**config.mk**
```make
export PLATFORM = sky130hd
export DESIGN_NAME = stack_calculator_core
export DESIGN_NICKNAME = d
export VERILOG_FILES = /design/src/scp_pkg.sv /design/src/scp_front.sv /design/src/scp_queue.sv /design/src/scp_divider.sv /design/src/scp_back.sv /design/src/stack_calculator_core.sv
export SDC_FILE = /design/constraint.sdc
export NUM_CORES = 2
export LEC_CHECK = 0
export BUFFER_PORTS_ARGS = -buffer_cell sky130_fd_sc_hd__buf_2
export CAP_MARGIN = 20
export CORE_MARGIN = 3
export CORE_UTILIZATION = 43
export DETAILED_ROUTE_END_ITERATION = 10
export GPL_TIMING_DRIVEN = 0
export PLACE_DENSITY_LB_ADDON = 0.2
export SLEW_MARGIN = 40
export SYNTH_ARGS = -nofsm -noshare
export SYNTH_HDL_FRONTEND = slang
export SYNTH_SLANG_ARGS = --single-unit
```
**constraint.sdc**
```tcl
create_clock -name i_clk -period 7.8 [get_ports i_clk]
set_input_delay 1.17 -clock i_clk [delete_from_list [all_inputs] [get_ports i_clk]]
set_output_delay 1.17 -clock i_clk [all_outputs]
set_load 0.05 [all_outputs]
```
**src/scp_pkg.sv**
```systemverilog
`default_nettype none
// ----------------------------------------------------------------------------
// scp_pkg
// Shared constants, opcodes, status codes and item types of the stack
// calculator core.
// ----------------------------------------------------------------------------
package scp_pkg;

    // stack geometry and data word
    localparam int STACK_DEPTH = 16;
    localparam int DATA_WIDTH  = 32;
    localparam int SP_W        = $clog2(STACK_DEPTH + 1);
    localparam int ADDR_W      = $clog2(STACK_DEPTH);

    // item field widths
    localparam int CMD_W    = 3;
    localparam int PUSH_W   = 32;
    localparam int TOP_W    = 32;
    localparam int COUNT_W  = 5;
    localparam int STATUS_W = 2;

    // depth of the queue between front and back
    localparam int QUEUE_DEPTH = 2;

    // opcodes
    localparam logic [CMD_W-1:0] OP_NOP  = 3'd0;
    localparam logic [CMD_W-1:0] OP_PUSH = 3'd1;
    localparam logic [CMD_W-1:0] OP_ADD  = 3'd2;
    localparam logic [CMD_W-1:0] OP_SUB  = 3'd3;
    localparam logic [CMD_W-1:0] OP_MUL  = 3'd4;
    localparam logic [CMD_W-1:0] OP_DIV  = 3'd5;

    // status codes
    localparam logic [STATUS_W-1:0] ST_OK    = 2'd0;
    localparam logic [STATUS_W-1:0] ST_UNDER = 2'd1;
    localparam logic [STATUS_W-1:0] ST_OVER  = 2'd2;
    localparam logic [STATUS_W-1:0] ST_DIVZ  = 2'd3;

    typedef logic [DATA_WIDTH-1:0] t_data;

    // instruction class seen by the back end
    typedef enum logic [1:0] {
        K_NOP,
        K_PUSH,
        K_ARITH
    } t_kind;

    typedef struct packed {
        logic [CMD_W-1:0]         cmd;
        logic signed [PUSH_W-1:0] push_value;
    } t_in_item;

    typedef struct packed {
        logic signed [TOP_W-1:0] top_value;
        logic [COUNT_W-1:0]      stack_count;
        logic [STATUS_W-1:0]     status;
    } t_out_item;

    // decoded instruction carried through the queue
    typedef struct packed {
        t_kind            kind;
        logic [CMD_W-1:0] cmd;
        t_data            value;
    } t_op;

endpackage
`default_nettype wire

```
**src/scp_front.sv**
```systemverilog
`default_nettype none
// ----------------------------------------------------------------------------
// scp_front
// Accepts instruction items, classifies them and writes them to the queue.
// ----------------------------------------------------------------------------
module scp_front (
    input  wire                logic i_in_valid,
    output logic                     o_in_ready,
    input  wire scp_pkg::t_in_item   i_in_item,
    input  wire                logic i_q_full,
    output logic                     o_push,
    output scp_pkg::t_op             o_push_op
);
    import scp_pkg::*;

    // accept whenever the queue has room
    assign o_in_ready = !i_q_full;
    assign o_push     = i_in_valid && !i_q_full;

    // classify the opcode, unused codes behave as nop
    always_comb begin
        o_push_op.cmd   = i_in_item.cmd;
        o_push_op.value = DATA_WIDTH'(i_in_item.push_value);
        if (i_in_item.cmd == OP_PUSH) begin
            o_push_op.kind = K_PUSH;
        end else if (i_in_item.cmd inside {[OP_ADD:OP_DIV]}) begin
            o_push_op.kind = K_ARITH;
        end else begin
            o_push_op.kind = K_NOP;
        end
    end

endmodule
`default_nettype wire

```
**src/scp_queue.sv**
```systemverilog
`default_nettype none
// ----------------------------------------------------------------------------
// scp_queue
// Short first-in first-out queue of decoded instructions between the front
// and the back end.
// ----------------------------------------------------------------------------
module scp_queue (
    input  wire          logic i_clk,
    input  wire          logic i_rst_n,
    input  wire          logic i_push,
    input  wire scp_pkg::t_op  i_push_op,
    output logic               o_full,
    output logic               o_valid,
    output scp_pkg::t_op       o_head,
    input  wire          logic i_pop
);
    import scp_pkg::*;

    localparam int QA_W = (QUEUE_DEPTH > 1) ? $clog2(QUEUE_DEPTH) : 1;
    localparam int QC_W = $clog2(QUEUE_DEPTH + 1);

    t_op             r_slot [QUEUE_DEPTH];
    logic [QA_W-1:0] r_wptr, n_wptr;
    logic [QA_W-1:0] r_rptr, n_rptr;
    logic [QC_W-1:0] r_count, n_count;

    assign o_full  = (r_count == QC_W'(QUEUE_DEPTH));
    assign o_valid = (r_count != '0);
    assign o_head  = r_slot[r_rptr];

    // pointer and fill count update
    always_comb begin
        n_wptr  = r_wptr;
        n_rptr  = r_rptr;
        n_count = r_count;
        if (i_push) begin
            n_wptr = (r_wptr == QA_W'(QUEUE_DEPTH - 1)) ? '0 : r_wptr + 1'b1;
        end
        if (i_pop) begin
            n_rptr = (r_rptr == QA_W'(QUEUE_DEPTH - 1)) ? '0 : r_rptr + 1'b1;
        end
        if (i_push && !i_pop) begin
            n_count = r_count + 1'b1;
        end else if (!i_push && i_pop) begin
            n_count = r_count - 1'b1;
        end
    end

    // slot storage
    always_ff @(posedge i_clk) begin
        if (i_push) begin
            r_slot[r_wptr] <= i_push_op;
        end
    end

    // control registers
    always_ff @(posedge i_clk) begin
        if (!i_rst_n) begin
            r_wptr  <= '0;
            r_rptr  <= '0;
            r_count <= '0;
        end else begin
            r_wptr  <= n_wptr;
            r_rptr  <= n_rptr;
            r_count <= n_count;
        end
    end

endmodule
`default_nettype wire

```
**src/scp_divider.sv**
```systemverilog
`default_nettype none
// ----------------------------------------------------------------------------
// scp_divider
// Iterative signed divider, one quotient bit per cycle, truncating toward
// zero with the quotient wrapping at the data width.
// ----------------------------------------------------------------------------
module scp_divider (
    input  wire            logic i_clk,
    input  wire            logic i_rst_n,
    input  wire            logic i_start,
    input  wire scp_pkg::t_data  i_dividend,
    input  wire scp_pkg::t_data  i_divisor,
    output logic                 o_done,
    output scp_pkg::t_data       o_quotient
);
    import scp_pkg::*;

    localparam int CNT_W = $clog2(DATA_WIDTH + 1);

    t_data                 r_rem;
    t_data                 r_quo;
    t_data                 r_div;
    logic                  r_neg;
    logic [CNT_W-1:0]      r_cnt;
    logic                  r_busy;
    logic                  r_done;

    t_data                 a_mag;
    t_data                 b_mag;
    logic [DATA_WIDTH:0]   rem_sh;
    logic [DATA_WIDTH:0]   diff;

    // operand magnitudes
    assign a_mag = i_dividend[DATA_WIDTH-1] ? (~i_dividend + 1'b1) : i_dividend;
    assign b_mag = i_divisor[DATA_WIDTH-1] ? (~i_divisor + 1'b1) : i_divisor;

    // one restoring step
    assign rem_sh = {r_rem, r_quo[DATA_WIDTH-1]};
    assign diff   = rem_sh - {1'b0, r_div};

    assign o_done     = r_done;
    assign o_quotient = r_neg ? (~r_quo + 1'b1) : r_quo;

    // datapath
    always_ff @(posedge i_clk) begin
        if (i_start) begin
            r_rem <= '0;
            r_quo <= a_mag;
            r_div <= b_mag;
            r_neg <= i_dividend[DATA_WIDTH-1] ^ i_divisor[DATA_WIDTH-1];
        end else if (r_busy) begin
            if (!diff[DATA_WIDTH]) begin
                r_rem <= diff[DATA_WIDTH-1:0];
            end else begin
                r_rem <= rem_sh[DATA_WIDTH-1:0];
            end
            r_quo <= {r_quo[DATA_WIDTH-2:0], !diff[DATA_WIDTH]};
        end
    end

    // step counter and done pulse
    always_ff @(posedge i_clk) begin
        if (!i_rst_n) begin
            r_busy <= 1'b0;
            r_done <= 1'b0;
            r_cnt  <= '0;
        end else begin
            r_done <= 1'b0;
            if (i_start) begin
                r_busy <= 1'b1;
                r_cnt  <= CNT_W'(DATA_WIDTH);
            end else if (r_busy) begin
                r_cnt <= r_cnt - 1'b1;
                if (r_cnt == CNT_W'(1)) begin
                    r_busy <= 1'b0;
                    r_done <= 1'b1;
                end
            end
        end
    end

endmodule
`default_nettype wire

```
**src/scp_back.sv**
```systemverilog
`default_nettype none
// ----------------------------------------------------------------------------
// scp_back
// Executes decoded instructions on the stack memory and delivers one result
// item per instruction through an output register.
// ----------------------------------------------------------------------------
module scp_back (
    input  wire            logic i_clk,
    input  wire            logic i_rst_n,
    input  wire            logic i_q_valid,
    input  wire scp_pkg::t_op    i_q_head,
    output logic                 o_pop,
    output logic                 o_div_start,
    output scp_pkg::t_data       o_div_dividend,
    output scp_pkg::t_data       o_div_divisor,
    input  wire            logic i_div_done,
    input  wire scp_pkg::t_data  i_div_quotient,
    output logic                 o_out_valid,
    input  wire            logic i_out_ready,
    output scp_pkg::t_out_item   o_out_item
);
    import scp_pkg::*;

    typedef enum logic [1:0] {
        S_IDLE,
        S_READ,
        S_DIV,
        S_FIN
    } t_state;

    t_state            r_state, n_state;
    logic [SP_W-1:0]   r_sp, n_sp;
    t_data             r_top, n_top;
    t_op               r_cur, n_cur;
    t_data             r_res, n_res;
    t_out_item         r_out, n_out;
    logic              r_out_valid, n_out_valid;

    t_data             r_stack [STACK_DEPTH];
    t_data             r_rd_data;

    logic              w_we;
    logic [ADDR_W-1:0] w_waddr;
    t_data             w_wdata;
    logic              w_re;
    logic [SP_W-1:0]   sp_m2;
    logic              slot_free;
    logic              arith_go;
    logic [STATUS_W-1:0] st;

    // result item from the state after the step
    function automatic t_out_item make_out(logic [SP_W-1:0] sp, t_data top,
                                           logic [STATUS_W-1:0] status);
        t_out_item o;
        o.top_value   = (sp == '0) ? '0 : TOP_W'(top);
        o.stack_count = COUNT_W'(sp);
        o.status      = status;
        return o;
    endfunction

    assign sp_m2     = r_sp - SP_W'(2);
    assign slot_free = !r_out_valid || i_out_ready;
    assign arith_go  = (i_q_head.kind == K_ARITH) && (r_sp >= SP_W'(2))
                       && !((i_q_head.cmd == OP_DIV) && (r_top == '0));

    assign o_div_dividend = r_rd_data;
    assign o_div_divisor  = r_top;
    assign o_out_valid    = r_out_valid;
    assign o_out_item     = r_out;

    // sequencer
    always_comb begin
        n_state     = r_state;
        n_sp        = r_sp;
        n_top       = r_top;
        n_cur       = r_cur;
        n_res       = r_res;
        n_out       = r_out;
        n_out_valid = r_out_valid;
        w_we        = 1'b0;
        w_waddr     = sp_m2[ADDR_W-1:0];
        w_wdata     = r_res;
        w_re        = 1'b0;
        o_pop       = 1'b0;
        o_div_start = 1'b0;
        st          = ST_OK;

        if (i_out_ready) begin
            n_out_valid = 1'b0;
        end

        case (r_state)
            S_IDLE: begin
                if (i_q_valid && arith_go) begin
                    // operands present: fetch the left one
                    o_pop   = 1'b1;
                    w_re    = 1'b1;
                    n_cur   = i_q_head;
                    n_state = S_READ;
                end else if (i_q_valid && slot_free) begin
                    o_pop = 1'b1;
                    case (i_q_head.kind)
                        K_PUSH: begin
                            if (r_sp >= SP_W'(STACK_DEPTH)) begin
                                st = ST_OVER;
                            end else begin
                                w_we    = 1'b1;
                                w_waddr = r_sp[ADDR_W-1:0];
                                w_wdata = i_q_head.value;
                                n_top   = i_q_head.value;
                                n_sp    = r_sp + 1'b1;
                            end
                        end
                        K_ARITH: begin
                            st = (r_sp < SP_W'(2)) ? ST_UNDER : ST_DIVZ;
                        end
                        default: begin
                            st = ST_OK;
                        end
                    endcase
                    n_out       = make_out(n_sp, n_top, st);
                    n_out_valid = 1'b1;
                end
            end
            S_READ: begin
                if (r_cur.cmd == OP_DIV) begin
                    o_div_start = 1'b1;
                    n_state     = S_DIV;
                end else begin
                    case (r_cur.cmd)
                        OP_ADD:  n_res = r_rd_data + r_top;
                        OP_SUB:  n_res = r_rd_data - r_top;
                        default: n_res = DATA_WIDTH'(r_rd_data * r_top);
                    endcase
                    n_state = S_FIN;
                end
            end
            S_DIV: begin
                if (i_div_done) begin
                    n_res   = i_div_quotient;
                    n_state = S_FIN;
                end
            end
            S_FIN: begin
                // pop two, push the result
                if (slot_free) begin
                    w_we        = 1'b1;
                    n_top       = r_res;
                    n_sp        = r_sp - 1'b1;
                    n_out       = make_out(n_sp, r_res, ST_OK);
                    n_out_valid = 1'b1;
                    n_state     = S_IDLE;
                end
            end
            default: begin
                n_state = S_IDLE;
            end
        endcase
    end

    // stack memory
    always_ff @(posedge i_clk) begin
        if (w_we) begin
            r_stack[w_waddr] <= w_wdata;
        end
        if (w_re) begin
            r_rd_data <= r_stack[sp_m2[ADDR_W-1:0]];
        end
    end

    // state and output registers
    always_ff @(posedge i_clk) begin
        r_top <= n_top;
        r_cur <= n_cur;
        r_res <= n_res;
        r_out <= n_out;
        if (!i_rst_n) begin
            r_state     <= S_IDLE;
            r_sp        <= '0;
            r_out_valid <= 1'b0;
        end else begin
            r_state     <= n_state;
            r_sp        <= n_sp;
            r_out_valid <= n_out_valid;
        end
    end

endmodule
`default_nettype wire

```
**src/stack_calculator_core.sv**
```systemverilog
`default_nettype none
// ----------------------------------------------------------------------------
// stack_calculator_core
// Stack machine calculator: nop, push, add, sub, mul and div on a bounded
// stack, one result item per instruction item.
// ----------------------------------------------------------------------------
// sequence: nop/push results are registered on leaving the queue, add/sub/mul
//   go via S_READ and S_FIN, div via S_READ, S_DIV (one quotient bit per cycle
//   in the iterative divider) and S_FIN; the back-end sequencer takes one nop/push per cycle
//   while the output is not stalled, one operation at a time; a two-entry queue decouples input
// reset: synchronous active low, empties the stack and the queue; stack
//   memory contents are left as they are
module stack_calculator_core (
    input  wire                logic i_clk,
    input  wire                logic i_rst_n,
    input  wire                logic i_in_valid,
    output logic                     o_in_ready,
    input  wire scp_pkg::t_in_item   i_in_item,
    output logic                     o_out_valid,
    input  wire                logic i_out_ready,
    output scp_pkg::t_out_item       o_out_item
);
    import scp_pkg::*;

    logic  q_push;
    t_op   q_push_op;
    logic  q_full;
    logic  q_valid;
    t_op   q_head;
    logic  q_pop;
    logic  div_start;
    t_data div_dividend;
    t_data div_divisor;
    logic  div_done;
    t_data div_quotient;

    // decode
    scp_front u_front (
        .i_in_valid (i_in_valid),
        .o_in_ready (o_in_ready),
        .i_in_item  (i_in_item),
        .i_q_full   (q_full),
        .o_push     (q_push),
        .o_push_op  (q_push_op)
    );

    // instruction queue
    scp_queue u_queue (
        .i_clk     (i_clk),
        .i_rst_n   (i_rst_n),
        .i_push    (q_push),
        .i_push_op (q_push_op),
        .o_full    (q_full),
        .o_valid   (q_valid),
        .o_head    (q_head),
        .i_pop     (q_pop)
    );

    // divide unit
    scp_divider u_divider (
        .i_clk      (i_clk),
        .i_rst_n    (i_rst_n),
        .i_start    (div_start),
        .i_dividend (div_dividend),
        .i_divisor  (div_divisor),
        .o_done     (div_done),
        .o_quotient (div_quotient)
    );

    // execute
    scp_back u_back (
        .i_clk          (i_clk),
        .i_rst_n        (i_rst_n),
        .i_q_valid      (q_valid),
        .i_q_head       (q_head),
        .o_pop          (q_pop),
        .o_div_start    (div_start),
        .o_div_dividend (div_dividend),
        .o_div_divisor  (div_divisor),
        .i_div_done     (div_done),
        .i_div_quotient (div_quotient),
        .o_out_valid    (o_out_valid),
        .i_out_ready    (i_out_ready),
        .o_out_item     (o_out_item)
    );

endmodule
`default_nettype wire

```
## Word-level counts from Yosys, hierarchy flattened

Memories as Yosys holds them, arrays and structs flattened. A register that Yosys moved wholly into a read port is not among the register bits.
Index checks and enable logic that the tools add are counted.

| operators by class | value |
|---|---|
| $add $sub $neg | 14 |
| $mul | 1 |
| order comparisons | 5 |
| equality and inequality tests | 18 |
| muxes and demuxes | 85 |
| bitwise gates (word level) | 6 |
| reductions and logical operators | 31 |

Operators with widths:

| cell | count |
|---|---|
| $mux 32 | 19 |
| $pmux 32 s2 | 3 |
| $mux 39 | 3 |
| $add 32x1->32 const B | 3 |
| $not 32->32 | 3 |
| $pmux 39 s2 | 1 |
| $mux 5 | 8 |
| $sub 33x32->33 | 1 |
| $add 32x32->32 | 1 |
| $logic_not 32->1 | 1 |
| $mul 32x32->32 | 1 |
| $sub 32x32->32 | 1 |
| $mux 31 | 1 |
| $mux 1 | 29 |
| $mux 4 | 5 |
| $mux 2 | 9 |
| $mux 6 | 2 |
| $logic_not 5->1 | 2 |
| $pmux 5 s2 | 1 |
| $reduce_bool 2->1 | 5 |
| $logic_and 1x1->1 | 9 |
| $eq 2x2->1 const B | 4 |
| $pmux 2 s4 | 1 |
| $eq 3x2->1 const B | 2 |
| other kinds (30) | 45 |

| storage, ports and cells | value |
|---|---|
| flip-flop bits (word level) | 223 |
| bits in writable memories | 586 |
| input bits | 39 |
| output and inout bits | 41 |
| logic and storage cells | 183 |
| memories kept | 2 |

Memories:

| name | words | bits a word | read ports | clocked after Yosys merged registers in | wr ports | line | source |
|---|---|---|---|---|---|---|---|
| u_back.r_stack | 16 | 32 | 1 | 1 | 1 | scp_back.sv:39 | `t_data r_stack [STACK_DEPTH];` |
| u_queue.r_slot | 2 | 37 | 1 | 1 | 1 | scp_queue.sv:22 | `t_op r_slot [QUEUE_DEPTH];` |

## Depth between registers and ports, before layout

| depth | value |
|---|---|
| depth in word-level cells | 12 |
| gate-level depth with buffers | 27 |
| gate-level depth less buffers | 25 |

## Hierarchy

From an unflattened synthesis, not the netlist that was laid out.

| second synthesis, totals | value |
|---|---|
| cell total of the unflattened synthesis | 4459 |
| area total of the unflattened synthesis | 54977.7 um2 |

By module, submodules not included:

| module | instances | cells an instance | area an instance (um2) | seq. area each (um2) |
|---|---|---|---|---|
| scp_back | 1 | 3400 | 44176.1 | 19678.9 |
| scp_divider | 1 | 883 | 7613.6 | 2752.6 |
| scp_queue | 1 | 137 | 2899.0 | 2322.2 |
| scp_front | 1 | 39 | 289.0 | 0.0 |

## Least setup slack after synthesis

Ideal clock, no wire load.

| timing path | value |
|---|---|
| kind | reg-to-reg |
| from | reg u_back.r_top[6], in the netlist u_back.o_div_divisor[6] |
| to | reg u_back.r_res[31] (data pin) |
| library setup time | 158 ps |
| arrival time | 6982 ps |
| data required time | 7642 ps |
| setup slack | 660 ps |
| stages on the path, launching flop included | 26 |
| path buffers | 2 |
| period minus slack after synthesis | 7140 ps |
| cell sequence | edfxtp_1 > clkbuf_1 > clkbuf_1 > and2_1 > fa_1 > fa_1 > fa_1 > inv_1 > fa_1 > inv_1 > fa_1 > inv_1 > fa_1 > inv_1 > fa_1 > fa_1 > ha_1 > and3_1 > nand2b_1 > or2_2 > o31ai_1 > a211oi_1 > o31ai_1 > xnor2_1 > nand2_1 > a22oi_1 |

| between the ends | value |
|---|---|
| cells in the longest elaborated chain, start to end | 4 |
| elaborated cells on any way between the ends | 6 |
| classes of those cells | add/sub: 2; mul: 1; mux: 3 |

RTL lines:

| what | line | source |
|---|---|---|
| start: declaration | scp_back.sv:33 | `t_data r_top, n_top;` |
| start signal: assignment | scp_back.sv:173 | `r_top <= n_top;` |
| $mul 32x32->32, or another cell as far along | scp_back.sv:133 | `default: n_res = DATA_WIDTH'(r_rd_data * r_top);` |
| $pmux 32 s2 (*) | scp_back.sv:130 | `case (r_cur.cmd)` |
| $mux 32 (*) | scp_back.sv:126 | `if (r_cur.cmd == OP_DIV) begin` |
| $pmux 32 s2 (*) | scp_back.sv:92 | `case (r_state)` |
| net u_back.n_res[31] | scp_back.sv:35 | `t_data r_res, n_res;` |
| end signal: assignment | scp_back.sv:175 | `r_res <= n_res;` |
| end: declaration | scp_back.sv:35 |  |

The timed path passes the listed nets; every way through them passes the cells marked *. The select of a mux whose other input is x is not followed.
A chain may end at the register's enable or synchronous reset.

## Final worst setup path

Ends and elaborated chain as after synthesis.

==> impl_metrics.env <==
export IMPL_status="finished clean"
export IMPL_synth_edf_count=789
export IMPL_clkTransAtPathRegs_ns=0.06
export IMPL_coreArea_sq_um=126000
export IMPL_netlist_area_leader_share=0.433
export IMPL_synth_top_cell_by_area="edfxtp_1"
export IMPL_slew_viol_final=0
export IMPL_cpMostUsedCell="fa_1"
export IMPL_clk_path_buf_depth=3
export IMPL_max_cap_viol_count=0
export IMPL_hp_start="u_divider.r_cnt[1]"
export IMPL_path_cells="buf_12 -> buf_4 -> clkbuf_2 -> and2_1 -> fa_1 -> fa_1 -> fa_1 -> inv_1 -> fa_1 -> inv_1 -> fa_1 -> ha_1 -> fa_1 -> fa_1 -> ha_1 -> a211oi_1 -> o21ai_0 -> a31oi_1 -> o31ai_4 -> a211oi_2 -> o31ai_2 -> xnor2_1 -> nand2_1 -> a22oi_2"
export IMPL_grt_usage=0.273
export IMPL_final_nets=5389
export IMPL_register_area_sq_um=24800
export IMPL_fp_row_count=130
export IMPL_reg2regPathDepth=24
export IMPL_areaGrowthSynthToFinish_pct=15.0
export IMPL_drive_above_1_share=0.158
export IMPL_max_freq_mhz=129
export IMPL_synthTopCellsByCount="789 x edfxtp_1, 452 x inv_1, 435 x nand2_1"
export IMPL_crit_type="flip-flop to flip-flop"
export IMPL_die_height_um=363
export IMPL_r2r_start="u_back.o_div_divisor[6]"
export IMPL_worst_path_stages=24
export IMPL_yosysUniqueCellTypes=90
export IMPL_initial_core_util=0.434
export IMPL_critPathCapture="u_back.r_res[31]"
export IMPL_cts_tree="done"
export IMPL_yosysMostFrequentCell="edfxtp_1"
export IMPL_dr_wl_met2_mm=83.0
export IMPL_fin_util=0.499
export IMPL_crit_slowest_cell="fa_1"
export IMPL_overflow=0
export IMPL_async_reset_ff_frac=0
export IMPL_reg2reg_slack_ns=0.05
export IMPL_hpwl_mm=136
export IMPL_start_kind="flip-flop"
export IMPL_numClockSinks=842
export IMPL_cp_top_family="adder cells"
export IMPL_io_pins=80
export IMPL_htree_num_levels=3
export IMPL_drtPass1Iterations=6
export IMPL_wl_met3_mm=15.1
export IMPL_fp_dieW_um=363
export IMPL_yosysSeqAreaShare=0.452
export IMPL_root_buffer="clkbuf_16"
export IMPL_crit_start="u_back.o_div_divisor[6]"
export IMPL_synth_main_ff_cell="edfxtp_1"
export IMPL_routed_via_density=5.80
export IMPL_critPathBufInv=5
export IMPL_endpoint_kind="flip-flop"
export IMPL_ys_warnings_count=0
export IMPL_antenna_found_initial=14
export IMPL_ys_ff_latch=842
export IMPL_routed_top_layer="met5"
export IMPL_syn_inst=4442
export IMPL_setup_violations=0
export IMPL_avgSynthCellArea_sq_um=12.3
export IMPL_grt_pass1_wl_mm=260
export IMPL_vias=37500
export IMPL_holdCritPathClass="flip-flop to flip-flop"
export IMPL_worst_pin_slew_ns=0.954
export IMPL_routedWlPerCell_um=27.9
export IMPL_fill_cells=11100
export IMPL_max_stage_delay_ns=0.55
export IMPL_syn_num_nets=5098
export IMPL_max_slew_margin_rel=0.357
export IMPL_antenna_left=0
export IMPL_portBuffers=79
export IMPL_critPathMaxFanout=10
export IMPL_first_iter_violations=4201
export IMPL_first_global_vias=37400
export IMPL_ctsHoldBuffers=0
export IMPL_clock_skew_ns=0.0576
export IMPL_reg2reg_to="u_back.r_res[31]"
export IMPL_wirelength_mm=180
export IMPL_fp_dieArea_sq_um=132000
export IMPL_wl_met1_mm=74.4
export IMPL_finalCriticalPeriod_ns=7.75
export IMPL_multi_input_area_sq_um=27800
export IMPL_drc_errors=0
export IMPL_rsz0062_at_grt="true"
export IMPL_syn_cell_area_sq_um=54700
export IMPL_finalCritPeriodShare=0.993
export IMPL_clock_latency_ns=0.69
export IMPL_place_congestion=1.02
export IMPL_cts_buffers_inserted=86
export IMPL_synth_area_top_cells="edfxtp_1 43%, fa_1 15%, mux4_2 6.6%, ha_1 4.7%, and2_1 3.6%"
export IMPL_cp_arrival_ns=8.23
export IMPL_grt_max_degree=33
export IMPL_cp_required_ns=8.28
export IMPL_hold_violations=0
## how the worst min path moves through the flow
stage	cells after the start	slack, ns	end
finish	2	0.50	u_divider.r_cnt[1]
global route	2	0.54	u_divider.r_rem[22]
CTS	2	0.50	u_divider.r_cnt[1]
detailed placement	2	0.49	u_divider.r_rem[22]
global placement	2	0.49	u_divider.r_cnt[0]
floorplan	2	0.46	u_divider.r_rem[19]
## layer usage
metal  track usage  up-vias
met4        0.0947        4
met2         0.432     1722
met1         0.380    19300
li1              -    16100
met5             0        -
met3        0.0488      364
## through the flow
step | instances | cell area, sq um | hold slack, ns | setup WS [ns] | setup TNS [ns]
floorplan | 4442 | 54700 | 0.464 | 0.660 | 0
global placement | 6171 | 57200 | 0.486 | -1.82 | -411.03
detailed placement | 6244 | 58900 | 0.493 | -1.31 | -13.79
CTS | 6420 | 62300 | 0.504 | -0.0510 | -0.0951
global route | 6456 | 62900 | 0.535 | -0.0404 | -0.0675
finish | 6464 | 63000 | 0.504 | 0.0549 | 0
## cell type report
class                      instances  area share
antenna                            9    0.000358
buffer                           242      0.0223
clock buffer                     102      0.0355
clock inverter                    58      0.0103
inverter                         452      0.0269
multi-input combinational       2891       0.442
sequential                       842       0.393
tap                             1650      0.0328
timing repair buffer             218      0.0365
## cell usage in the layout, fill, tap and decap left out, types with 30 or more instances in the layout
cell type	instances
nor3_1	42
ha_1	203
mux4_2	160
a21oi_1	118
clkbuf_16	89
clkbuf_1	112
and2_1	310
o21ai_2	34
nor2_1	144
edfxtp_1	789
o31ai_1	34
fa_1	406
clkbuf_2	59
inv_1	450
buf_6	30
a22o_1	35
xor2_1	115
buf_2	94
nand2_1	435
a211oi_1	59
xnor2_1	138
mux2i_1	69
buf_4	81
o21ai_0	137
buf_16	30
dfxtp_1	53
a21o_1	68
## state kept, by name, summed over array words and instances, names as in the netlist, 6 cells and up, named ones only
signal	cells
u_back.o_div_dividend	32
u_divider.r_rem	32
u_back.r_stack	512
u_back.o_out_item	39
u_divider.r_cnt	6
u_queue.r_slot	74
u_divider.r_div	32
u_divider.r_quo	32
u_back.r_res	32
u_back.o_div_divisor	32
## worst reg2reg max path, stage by stage (launching register included)
cell and delay (ns):
edfxtp_1 0.45, buf_12 0.17, buf_4 0.17, clkbuf_2 0.23
and2_1 0.21, fa_1 0.48, fa_1 0.46, fa_1 0.55
inv_1 0.06, fa_1 0.47, inv_1 0.05, fa_1 0.45
ha_1 0.30, fa_1 0.54, fa_1 0.43, ha_1 0.36
a211oi_1 0.31, o21ai_0 0.21, a31oi_1 0.31, o31ai_4 0.16
a211oi_2 0.35, o31ai_2 0.11, xnor2_1 0.31, nand2_1 0.16
a22oi_2 0.27
## kinds of logic after synthesis
family,after synthesis,share of synthesized area
compound gates,645,0.0774
simple gates,1139,0.103
flops,842,0.452
fa+ha+maj,617,0.197
xor+xnor,259,0.0418
buf+inv,709,0.0490
mux,231,0.0789
## what timing repair did
action                     CTS  global route
buffers inserted            24            40
gates resized for setup    116           148
cloned                       0             2
setup endpoints to repair   20            13
pin swaps                    2            31
Power is not shown: default switching activity piles up to over one toggle a cycle in this logic, so the estimate is an artifact.
